$ cat src/hdl/vabd_pkg.sv
package vabd_pkg;

   localparam int BYTE_W  = 8;
   localparam int FIELD_W = 5;
   localparam int EXTRA_W = 4;
   localparam int COORD_W = 12;
   localparam int KIND_W  = 2;

   typedef enum logic [KIND_W-1:0] {
      DRAW_PIXEL = 2'd0,
      DRAW_LINE  = 2'd1,
      DRAW_MOVE  = 2'd2
   } draw_kind_type;

   typedef enum logic [1:0] {
      CLASS_DROP,
      CLASS_HI,
      CLASS_LO_X,
      CLASS_LO_Y
   } byte_class_type;

   // Position in the address sequence. A lo-X byte always completes a point,
   // so no stored position is needed after hi-X.
   typedef enum logic [1:0] {
      FIELD_HI_Y,
      FIELD_LO_Y,
      FIELD_HI_X
   } field_index_type;

   typedef struct packed {
      logic [BYTE_W-1:0] data_byte;
      logic              vector_start;
   } req_item_type;

   typedef struct packed {
      draw_kind_type      draw_kind;
      logic [COORD_W-1:0] start_x;
      logic [COORD_W-1:0] start_y;
      logic [COORD_W-1:0] end_x;
      logic [COORD_W-1:0] end_y;
   } rsp_item_type;

   // Address bytes are 32 to 127; bits 6 and 5 give the byte class.
   function automatic byte_class_type classify(input logic [BYTE_W-1:0] b);
      byte_class_type c;
      unique case (b[7:5])
         3'b001:  c = CLASS_HI;
         3'b010:  c = CLASS_LO_X;
         3'b011:  c = CLASS_LO_Y;
         default: c = CLASS_DROP;
      endcase
      return c;
   endfunction

endpackage

$ cat src/hdl/vabd_if.sv
interface vabd_req_if import vabd_pkg::*; ();
   logic              valid;
   logic              ready;
   logic [BYTE_W-1:0] data_byte;
   logic              vector_start;

   modport source (output valid, output data_byte, output vector_start, input ready);
   modport sink   (input valid, input data_byte, input vector_start, output ready);
endinterface

interface vabd_rsp_if import vabd_pkg::*; ();
   logic               valid;
   logic               ready;
   logic [KIND_W-1:0]  draw_kind;
   logic [COORD_W-1:0] start_x;
   logic [COORD_W-1:0] start_y;
   logic [COORD_W-1:0] end_x;
   logic [COORD_W-1:0] end_y;

   modport source (output valid, output draw_kind, output start_x, output start_y,
                   output end_x, output end_y, input ready);
   modport sink   (input valid, input draw_kind, input start_x, input start_y,
                   input end_x, input end_y, output ready);
endinterface

$ cat src/hdl/vabd_in_reg.sv
module vabd_in_reg import vabd_pkg::*; (
   input  logic         clock,
   input  logic         reset,
   vabd_req_if.sink     req_bus,
   input  logic         advance,
   output logic         item_valid,
   output req_item_type item
);

   logic         valid_ff;
   logic         valid_in;
   req_item_type item_ff;
   logic         take;

   // The register takes a new request when it is empty or its request moves on.
   assign req_bus.ready = !valid_ff || advance;
   assign take          = req_bus.valid && req_bus.ready;

   always_comb begin
      valid_in = valid_ff;
      if (take) begin
         valid_in = 1'b1;
      end else if (advance) begin
         valid_in = 1'b0;
      end
   end

   always_ff @(posedge clock) begin
      if (reset) begin
         valid_ff <= 1'b0;
      end else begin
         valid_ff <= valid_in;
      end
   end

   always_ff @(posedge clock) begin
      if (take) begin
         item_ff.data_byte    <= req_bus.data_byte;
         item_ff.vector_start <= req_bus.vector_start;
      end
   end

   assign item_valid = valid_ff;
   assign item       = item_ff;

endmodule

$ cat src/hdl/vabd_core.sv
module vabd_core import vabd_pkg::*; (
   input  logic         clock,
   input  logic         reset,
   input  logic         item_valid,
   input  logic         advance,
   input  req_item_type item,
   input  logic         point_mode,
   output logic         has_result,
   output rsp_item_type result
);

   logic [FIELD_W-1:0] hi_y_ff, hi_y_in;
   logic [FIELD_W-1:0] lo_y_ff, lo_y_in;
   logic [FIELD_W-1:0] hi_x_ff, hi_x_in;
   logic [EXTRA_W-1:0] extra_ff, extra_in;
   field_index_type    index_ff, index_in;
   logic               lo_y_seen_ff, lo_y_seen_in;
   logic               line_started_ff, line_started_in;
   logic [COORD_W-1:0] last_x_ff, last_x_in;
   logic [COORD_W-1:0] last_y_ff, last_y_in;

   byte_class_type     byte_class;
   logic [FIELD_W-1:0] payload;
   logic               line_live;
   logic [COORD_W-1:0] point_x;
   logic [COORD_W-1:0] point_y;

   assign byte_class = classify(item.data_byte);
   assign payload    = item.data_byte[FIELD_W-1:0];
   // A vector start breaks the line even when the byte itself is dropped.
   assign line_live  = line_started_ff && !item.vector_start;
   assign point_x    = {hi_x_ff, payload, extra_ff[1:0]};
   assign point_y    = {hi_y_ff, lo_y_ff, extra_ff[3:2]};
   assign has_result = item_valid && (byte_class == CLASS_LO_X);

   always_comb begin
      hi_y_in         = hi_y_ff;
      lo_y_in         = lo_y_ff;
      hi_x_in         = hi_x_ff;
      extra_in        = extra_ff;
      index_in        = index_ff;
      lo_y_seen_in    = lo_y_seen_ff;
      line_started_in = line_live;
      last_x_in       = last_x_ff;
      last_y_in       = last_y_ff;

      result.draw_kind = point_mode ? DRAW_PIXEL : (line_live ? DRAW_LINE : DRAW_MOVE);
      result.start_x   = last_x_ff;
      result.start_y   = last_y_ff;
      result.end_x     = point_x;
      result.end_y     = point_y;

      unique case (byte_class)
         CLASS_LO_Y: begin
            if (index_ff != FIELD_HI_X) begin
               index_in     = FIELD_LO_Y;
               lo_y_seen_in = 1'b1;
               lo_y_in      = payload;
               // A second lo-Y byte turns the first one into the extra byte.
               if (lo_y_seen_ff) begin
                  extra_in = lo_y_ff[EXTRA_W-1:0];
               end
            end
         end
         CLASS_HI: begin
            if (index_ff == FIELD_HI_Y) begin
               hi_y_in = payload;
            end else begin
               index_in = FIELD_HI_X;
               hi_x_in  = payload;
            end
         end
         CLASS_LO_X: begin
            index_in     = FIELD_HI_Y;
            lo_y_seen_in = 1'b0;
            last_x_in    = point_x;
            last_y_in    = point_y;
            if (!point_mode) begin
               line_started_in = 1'b1;
            end
         end
         CLASS_DROP: begin
         end
      endcase
   end

   always_ff @(posedge clock) begin
      if (reset) begin
         hi_y_ff         <= '0;
         lo_y_ff         <= '0;
         hi_x_ff         <= '0;
         extra_ff        <= '0;
         index_ff        <= FIELD_HI_Y;
         lo_y_seen_ff    <= 1'b0;
         line_started_ff <= 1'b0;
         last_x_ff       <= '0;
         last_y_ff       <= '0;
      end else if (advance) begin
         hi_y_ff         <= hi_y_in;
         lo_y_ff         <= lo_y_in;
         hi_x_ff         <= hi_x_in;
         extra_ff        <= extra_in;
         index_ff        <= index_in;
         lo_y_seen_ff    <= lo_y_seen_in;
         line_started_ff <= line_started_in;
         last_x_ff       <= last_x_in;
         last_y_ff       <= last_y_in;
      end
   end

endmodule

$ cat src/hdl/vector_address_byte_decoder_unit.sv
// Graph-mode address byte decoder. Each request carries one terminal byte
// and a vector-start flag; bytes 32 to 127 are sorted into hi-Y, lo-Y, hi-X
// and lo-X address bytes and assembled into 12-bit X and Y coordinates, and
// every lo-X byte completes a point that leaves as one response: a pixel in
// point mode, otherwise a move for the first point after a vector start and
// a line from the previous point after that. All other bytes produce no
// response. The block accepts one request every clock cycle unless it is
// held up; a response is registered after its request has passed the input
// register. The request sits in the input register while the decode and
// state update fill the response register. Only a full response register
// that is not being read holds up a lo-X byte, and with it the input side.
// The user must write the point_mode register through csr_write_enable
// and csr_write_data only while the block is idle; the block does not enforce this.
module vector_address_byte_decoder_unit import vabd_pkg::*; (
   input  logic     clock,
   input  logic     reset,
   vabd_req_if.sink req_bus,
   vabd_rsp_if.source rsp_bus,
   input  logic     csr_write_enable,
   input  logic     csr_write_data
);

   logic         point_mode_ff;
   logic         in_valid;
   req_item_type in_item;
   logic         has_result;
   rsp_item_type core_result;
   logic         advance;
   logic         out_valid_ff;
   logic         out_valid_in;
   rsp_item_type result_ff;

   // Mode register; the user must write it only while no request is in flight, which the block does not enforce.
   always_ff @(posedge clock) begin
      if (reset) begin
         point_mode_ff <= 1'b0;
      end else if (csr_write_enable) begin
         point_mode_ff <= csr_write_data;
      end
   end

   // Input register: holds one request until the decode stage takes it.
   vabd_in_reg u_in_reg (
      .clock      (clock),
      .reset      (reset),
      .req_bus    (req_bus),
      .advance    (advance),
      .item_valid (in_valid),
      .item       (in_item)
   );

   // Decode and address state, updated once per request that moves on.
   vabd_core u_core (
      .clock      (clock),
      .reset      (reset),
      .item_valid (in_valid),
      .advance    (advance),
      .item       (in_item),
      .point_mode (point_mode_ff),
      .has_result (has_result),
      .result     (core_result)
   );

   // A request that makes no response always moves on. One that completes a
   // point moves on when the response register is empty or being read.
   assign advance = in_valid && (!has_result || !out_valid_ff || rsp_bus.ready);

   always_comb begin
      out_valid_in = out_valid_ff;
      if (advance && has_result) begin
         out_valid_in = 1'b1;
      end else if (rsp_bus.ready) begin
         out_valid_in = 1'b0;
      end
   end

   always_ff @(posedge clock) begin
      if (reset) begin
         out_valid_ff <= 1'b0;
      end else begin
         out_valid_ff <= out_valid_in;
      end
   end

   always_ff @(posedge clock) begin
      if (advance && has_result) begin
         result_ff <= core_result;
      end
   end

   assign rsp_bus.valid     = out_valid_ff;
   assign rsp_bus.draw_kind = result_ff.draw_kind;
   assign rsp_bus.start_x   = result_ff.start_x;
   assign rsp_bus.start_y   = result_ff.start_y;
   assign rsp_bus.end_x     = result_ff.end_x;
   assign rsp_bus.end_y     = result_ff.end_y;

`ifndef NO_ASSERTIONS
   // A request that is held back stays in the input register unchanged.
   a_in_hold: assert property (@(posedge clock) disable iff (reset)
      in_valid && !advance |=> in_valid && $stable(in_item))
      else $error("input register lost or changed a held request");

   // A completed point never overwrites a response that is still waiting.
   a_no_overwrite: assert property (@(posedge clock) disable iff (reset)
      in_valid && has_result && out_valid_ff && !rsp_bus.ready |-> !advance)
      else $error("completed point would overwrite a pending response");

   // A completed point that moves on is presented in the next cycle.
   a_result_shown: assert property (@(posedge clock) disable iff (reset)
      advance && has_result |=> out_valid_ff)
      else $error("completed point was not presented as a response");

   // Reset empties both registers.
   a_reset_empty: assert property (@(posedge clock)
      reset |=> !out_valid_ff && !in_valid)
      else $error("registers not empty after reset");
`endif

endmodule
$ cat src/flat_wrapper.sv
// flat-port wrapper written by rule: the top's interface ports become plain ports
module vector_address_byte_decoder_unit_flat import vabd_pkg::*;
  (clock, reset, csr_write_enable, csr_write_data, req_bus_valid, req_bus_data_byte, req_bus_vector_start, req_bus_ready, rsp_bus_valid, rsp_bus_draw_kind, rsp_bus_start_x, rsp_bus_start_y, rsp_bus_end_x, rsp_bus_end_y, rsp_bus_ready);
  vabd_req_if req_bus_i ();
  vabd_rsp_if rsp_bus_i ();
  input  logic clock;
  input  logic reset;
  input  logic csr_write_enable;
  input  logic csr_write_data;
  input wire logic [$bits(req_bus_i.valid)-1:0] req_bus_valid;
  input wire logic [$bits(req_bus_i.data_byte)-1:0] req_bus_data_byte;
  input wire logic [$bits(req_bus_i.vector_start)-1:0] req_bus_vector_start;
  output wire logic [$bits(req_bus_i.ready)-1:0] req_bus_ready;
  output wire logic [$bits(rsp_bus_i.valid)-1:0] rsp_bus_valid;
  output wire logic [$bits(rsp_bus_i.draw_kind)-1:0] rsp_bus_draw_kind;
  output wire logic [$bits(rsp_bus_i.start_x)-1:0] rsp_bus_start_x;
  output wire logic [$bits(rsp_bus_i.start_y)-1:0] rsp_bus_start_y;
  output wire logic [$bits(rsp_bus_i.end_x)-1:0] rsp_bus_end_x;
  output wire logic [$bits(rsp_bus_i.end_y)-1:0] rsp_bus_end_y;
  input wire logic [$bits(rsp_bus_i.ready)-1:0] rsp_bus_ready;
  assign req_bus_i.valid = req_bus_valid;
  assign req_bus_i.data_byte = req_bus_data_byte;
  assign req_bus_i.vector_start = req_bus_vector_start;
  assign req_bus_ready = req_bus_i.ready;
  assign rsp_bus_valid = rsp_bus_i.valid;
  assign rsp_bus_draw_kind = rsp_bus_i.draw_kind;
  assign rsp_bus_start_x = rsp_bus_i.start_x;
  assign rsp_bus_start_y = rsp_bus_i.start_y;
  assign rsp_bus_end_x = rsp_bus_i.end_x;
  assign rsp_bus_end_y = rsp_bus_i.end_y;
  assign rsp_bus_i.ready = rsp_bus_ready;
  vector_address_byte_decoder_unit u_core (.clock(clock), .reset(reset), .req_bus(req_bus_i), .rsp_bus(rsp_bus_i), .csr_write_enable(csr_write_enable), .csr_write_data(csr_write_data));
endmodule
$ cat config.mk
export PLATFORM = sky130hd
export DESIGN_NAME = vector_address_byte_decoder_unit_flat
export DESIGN_NICKNAME = d
export VERILOG_FILES = /design/src/hdl/vabd_pkg.sv /design/src/hdl/vabd_if.sv /design/src/hdl/vabd_in_reg.sv /design/src/hdl/vabd_core.sv /design/src/hdl/vector_address_byte_decoder_unit.sv /design/src/flat_wrapper.sv
export SDC_FILE = /design/constraint.sdc
export NUM_CORES = 1
export LEC_CHECK = 0
export BUFFER_PORTS_ARGS = -buffer_cell sky130_fd_sc_hd__buf_2
export CAP_MARGIN = 20
export CORE_MARGIN = 2
export CORE_UTILIZATION = 58
export DETAILED_ROUTE_END_ITERATION = 12
export PLACE_DENSITY = 0.94
export SYNTH_ARGS = -nofsm -noshare
export SYNTH_HDL_FRONTEND = slang
export SYNTH_SLANG_ARGS = --single-unit
$ cat constraint.sdc
create_clock -name clock -period 4.75 [get_ports clock]
set_input_delay 0.2375 -clock clock [delete_from_list [all_inputs] [get_ports clock]]
set_output_delay 0.2375 -clock clock [all_outputs]
set_load 0.02 [all_outputs]
==> flow_summary.yaml, run 1 <==
synth:
  synth_ff_type: "edfxtp_1"
  yosys-top-cells-count: "59 x edfxtp_1, 53 x nand2_1, 50 x dfxtp_1"
  synth_area_leaders: "edfxtp_1 48%, dfxtp_1 27%, nand2_1 5.3%, mux2i_1 5.1%, a21oi_1 4.2%"
  synth_async_sr_flop_share_pct: 0
  synth_seq_cells: 109
  synth_cell_types: 29
  yosysTopAreaCellShare_pct: 47.6
  syn_inst: 282
  avgSynthCellArea_um2: 13.2
  synth_edf_count: 59
  yosysMostFrequentCell: "edfxtp_1"
  synth_warnings: 0
  ys_seq_area_share_pct: 74.5
  syn-cell-area_um2: 3720
  syn_nets: 301
  synth_top_cell_by_area: "edfxtp_1"
critical_path:
  cpMaxStageDelayCell: "inv_2"
  crit_path_max_fanout: 39
  crit_required_ps: 5030
  crit_chain: "nand2b_1 -> inv_1 -> ha_1 -> nand3_2 -> inv_2 -> buf_4 -> nand2_1 -> a21oi_1"
  critPathTopFamily: "buffers and inverters"
  arrival_ps: 3450
  worst_path_largest_cell_delay_ps: 760
  end_kind: "register"
  critical_path_buf_inv_count: 3
  worstSetupStartpointType: "register"
  path_class: "reg -> reg"
timing:
  fin_crit_ps: 3170
  slew_viol_final: 0
  grt_setup_unrepaired: "no"
  hold_viol: 0
  relSlewSlack_pct: 32.3
  fin_tns_setup_ps: 0
  fmax_mhz: 316
  tightest_slew_ps: 1010
  finalCritPeriodShare_pct: 66.7
  finalSetupViolCount: 0
  finClkSkew_ps: 8.34
cts:
  post_cts_resized: 0
  cts_made_buffers: 9
  cts.sink_count: 109
  clk_latency_ps: 360
  htree_levels: 3
  cts_root_buf: "clkbuf_8"
  ctsHoldBuffers: 0
  clkTransAtPathRegs_ps: 100
  clock_path_buffers: 2
  cts_setup_buffers: 0
  tritoncts: "yes"
hold_path:
  hp-class: "in -> reg"
die:
  num_rows: 29
  die_h_um: 84.1
  dieWidth_um: 84.1
  io_pins: 67
  dieArea_um2: 7070
  core_um2: 6280
  start_util_pct: 59.3
placement:
  numPortBuffers: 66
  dp.final_hpwl_um: 4130
  place.gp.congestion: 0.751
layout:
  antenna_cells: 0
  regArea_um2: 2770
  nets: 365
  multiInputGateArea_um2: 850
  area_growth_pct: 15.2
  drive_gt1_share_pct: 24.8
  n_fill_cell: 436
  fin_util_pct: 68.3
power_and_ir_drop:
  ir_drop_mv: 0.208
  comb_power_share_pct: 3.2
  p_clk_share_pct: 34.4
  powerDensity_nw_per_um2: 380
  intPower_uw: 1270
  p_sw_share_pct: 21.8
  leakage_uw: 0.00153
  pwr-share-seq_pct: 62.3
  switchingPower_uw: 356
routing:
  vias: 2278
  avgViaCountPerCell: 5.32
  drc: 0
  drt_iter0_drc: 221
  wl_per_cell_um: 14.9
  first_pass_iters: 4
  drt-total-wl_um: 6370
  drtAntennaViolNets: 0
flow_run:
  maxCapViolCount: 0
grt:
  antenna_found_initial: 0
  grt_max_degree: 51
  grt_pass1_wl_um: 9890
  grt_overflow: 0
  grt_pass1_vias: 2116
  grt_usage_pct: 17.9
run_status:
  outcome: "completed"
[final cells by class]
| class | instances | area share [%] |
|---|---|---|
| clock inverters | 7 | 1.93 |
| repair buffers | 67 | 7.88 |
| multi-input cells | 153 | 19.8 |
| clock buffers | 9 | 2.89 |
| flip-flops and latches | 109 | 64.7 |
| well taps | 77 | 2.25 |
| inverters | 6 | 0.526 |
[power by group through the flow]
stage	clock (uW)	sequential (uW)	combinational (uW)
6_report	560	1010	52.8
3_5_place_dp	0	1040	52.8
3_3_place_gp	0	1040	50.8
5_1_grt	598	1020	57.5
4_1_cts	565	1010	53.2
2_1_floorplan	0	1040	28.0
[final timing paths]
check,start,end,slack [ps],depth (start not counted)
worst max register to register,u_core.u_in_reg.item[8]$_DFFE_PP_,u_core.u_core.last_y_ff[7]$_SDFFE_PP0P_,1580,8
worst min register to register,u_core.u_core.last_x_ff[2]$_SDFFE_PP0P_,u_core.rsp_bus.start_x[2]$_DFFE_PP_,440,0
worst max-delay path,u_core.u_in_reg.item[8]$_DFFE_PP_,u_core.u_core.last_y_ff[7]$_SDFFE_PP0P_,1580,8
worst min-delay path,req_bus_data_byte[0],u_core.u_in_reg.item[1]$_DFFE_PP_,50,1
[metrics by stage]
stage / setup WS (ps) / instances / instance area, um^2 / hold WS, ps / power (uW)
global placement: 1840 / 412 / 4080 / 414 / 1090
CTS: 1580 / 428 / 4290 / 41.2 / 1630
global route: 1270 / 428 / 4290 / 38.3 / 1670
floorplan: 2750 / 282 / 3720 / 336 / 1070
finish: 1580 / 428 / 4290 / 47.0 / 1630
detailed placement: 1650 / 412 / 4080 / 413 / 1090
[cell families after synthesis]
kind of cell / count (synthesis) / share of synthesized area [%]
mux: 20 / 5.42
flops: 109 / 74.5
buf+inv: 20 / 2.62
simple gates: 94 / 11.1
compound gates: 35 / 5.01
fa+ha+maj: 4 / 1.35
[layer usage]
layer	global-route usage, %	wire, um
met1	22.7	2750
met2	29.2	3180
met3	3.86	337
met4	9.09	99
met5	0	0
[registers in the layout, summed over array words and instances, names as in the netlist, 4 cells and up]
name and cells:
u_core.rsp_bus.end_y 12, u_core.u_core.hi_x_ff 5, u_core.u_core.lo_y_ff 5, u_core.rsp_bus.start_y 12
u_core.u_core.hi_y_ff 5, u_core.u_core.last_x_ff 12, u_core.u_in_reg.item 9, u_core.u_core.extra_ff 4
u_core.rsp_bus.start_x 12, u_core.rsp_bus.end_x 12, u_core.u_core.last_y_ff 12
[placed cells by master (no fill, tap or decap), types with 2 or more instances in the layout]
master and instances:
edfxtp_1 59, nand2_1 53, ha_1 4, dfxtp_1 50, nand3_1 6, buf_2 66, clkinvlp_4 2, clkbuf_8 9
inv_1 5, nor2b_1 3, nor2_1 21, mux2i_1 19, clkinv_4 2, a21oi_1 31, nand2b_1 3
(Power assumes the default switching activity.)
==> inputs of run 2 (changes only) <==
- CORE_UTILIZATION: 58 -> 54
- PLACE_DENSITY: 0.94 -> 0.89
- clock period: 4.75 -> 3.2 ns (I/O delays scaled with it)
==> run 2 against run 1 <==
Effect of this change:
- non-clock buffer count rose by 10
- clock power rose by 31%
- largest cell class unchanged
- cell area rose by 1.9%
- cell count rose by 2.8%
- clock skew rose by 1.9 ps
- global-route usage barely moved
- power rose by 43%
- utilization fell by 3.3 points
- clock-buffer cell count rose by 1
- highest routed layer unchanged
- critical path depth did not move
- critical endpoint is now u_core.u_core.last_y_ff[6]$_SDFFE_PP0P_
- sequential power rose by 50%
==> flow_summary.yaml, run 2 (same netlist as run 1, synthesis figures left out) <==
routing:
  drt_iter0_drc: 177
  vias: 2305
  avgViaCountPerCell: 5.24
  wl_per_cell_um: 14.6
  drtAntennaViolNets: 0
  drt-total-wl_um: 6430
  drc: 0
  first_pass_iters: 4
placement:
  numPortBuffers: 66
  placed_cells: 416
  place.gp.congestion: 0.737
  dp.final_hpwl_um: 4220
cts:
  tritoncts: "yes"
  htree_levels: 3
  cts_made_buffers: 9
  clock_path_buffers: 2
  clkTransAtPathRegs_ps: 90
  clk_latency_ps: 360
  cts_root_buf: "clkbuf_8"
  cts.sink_count: 109
  cts_setup_buffers: 0
critical_path:
  worst_path_largest_cell_delay_ps: 490
  worstSetupStartpointType: "register"
  arrival_ps: 2480
  crit_path_max_fanout: 44
  critical_path_buf_inv_count: 3
  cpMaxStageDelayCell: "inv_2"
  crit_required_ps: 3470
  critPathTopFamily: "buffers and inverters"
  end_kind: "register"
  path_class: "reg -> reg"
  crit_chain: "nand2b_1 -> inv_1 -> ha_1 -> nand3_2 -> inv_2 -> buf_12 -> nand2_1 -> a21oi_1"
die:
  num_rows: 30
  io_pins: 67
  dieArea_um2: 7570
  start_util_pct: 55.4
  die_h_um: 87.0
  core_um2: 6720
  dieWidth_um: 87.0
flow_run:
  maxCapViolCount: 0
layout:
  fin_util_pct: 65.0
  layout_common_cells: "66 x buf_2, 59 x edfxtp_1, 53 x nand2_1"
  antenna_cells: 0
  layout_commonest_cell: "buf_2"
  nets: 375
  area_growth_pct: 17.4
  drive_gt1_share_pct: 24.2
  stdcell_count: 440
power_and_ir_drop:
  powerDensity_nw_per_um2: 532
  power.total_uw: 2330
  pwr-share-seq_pct: 64.8
  switchingPower_uw: 500
  intPower_uw: 1820
  p_sw_share_pct: 21.5
  leakage_uw: 0.00156
  p_clk_share_pct: 31.4
  comb_power_share_pct: 3.8
  ir_drop_mv: 0.321
timing:
  relSlewSlack_pct: 38.7
  fmax_mhz: 453
  slew_viol_final: 0
  hold_viol: 0
  fin_tns_setup_ps: 0
  finClkSkew_ps: 10.3
  finalCritPeriodShare_pct: 69.0
  fin_crit_ps: 2210
  grt_setup_unrepaired: "no"
  finalSetupViolCount: 0
  tightest_slew_ps: 915
grt:
  grt_usage_pct: 17.9
  grt_pass1_vias: 2125
  grt_max_degree: 51
  grt_pass1_wl_um: 10100
  grt_overflow: 0
  antenna_found_initial: 0
run_status:
  outcome: "completed"
hold_path:
  hp-class: "in -> reg"
## run 2: tightest hold or removal path: stages
cell and delay [ps]:
buf_2 80, mux2i_1 50, nor2_1 70
## run 2: routing by layer
metal | global-route usage (%) | part of all wire, %
met1 | 23.5 | 43
met2 | 28.1 | 48
met3 | 4.93 | 6.4
met4 | 7.67 | 2.3
met5 | 0 | 0
## run 2: timing repair
action,4_1_cts,5_1_grt
endpoints found under the hold margin,9,0
gates resized for setup,0,0
hold buffers,9,0
## run 2: worst paths after layout
kind | start | endpoint | slack, ps | cells past startpoint
max | u_core.u_in_reg.item[8]$_DFFE_PP_ | u_core.u_core.last_y_ff[6]$_SDFFE_PP0P_ | 990 | 8
min | csr_write_data | u_core.point_mode_ff$_SDFFE_PP0P_ | 40 | 3
max reg2reg | u_core.u_in_reg.item[8]$_DFFE_PP_ | u_core.u_core.last_y_ff[6]$_SDFFE_PP0P_ | 990 | 8
min reg2reg | u_core.u_core.last_y_ff[11]$_SDFFE_PP0P_ | u_core.rsp_bus.start_y[11]$_DFFE_PP_ | 430 | 0
## run 2: stage by stage
step                      area, um^2  setup WS (ps)  hold slack, ps
after floorplan                 3720           1200             259
after global placement          4100           1110             336
after detailed placement        4100           1010             338
after CTS                       4370            984            30.5
after global routing            4370            807            42.6
final                           4370            991            41.9
## run 2: final cells by class
class	instances	area, um^2
inverters	6	22.5
flip-flops and latches	109	2770
fillers	486	2350
clock inverters	5	37.5
well taps	80	100
multi-input cells	153	850
repair buffers	77	448
clock buffers	10	138
## run 2: power groups by stage
| stage | Clock [uW] | Combinational, uW | Sequential, uW |
|---|---|---|---|
| floorplan | 0 | 41.6 | 1540 |
| global placement | 0 | 77.2 | 1540 |
| detailed placement | 0 | 80.2 | 1540 |
| CTS | 748 | 88.4 | 1510 |
| global route | 803 | 96.6 | 1510 |
| finish | 731 | 88.1 | 1510 |
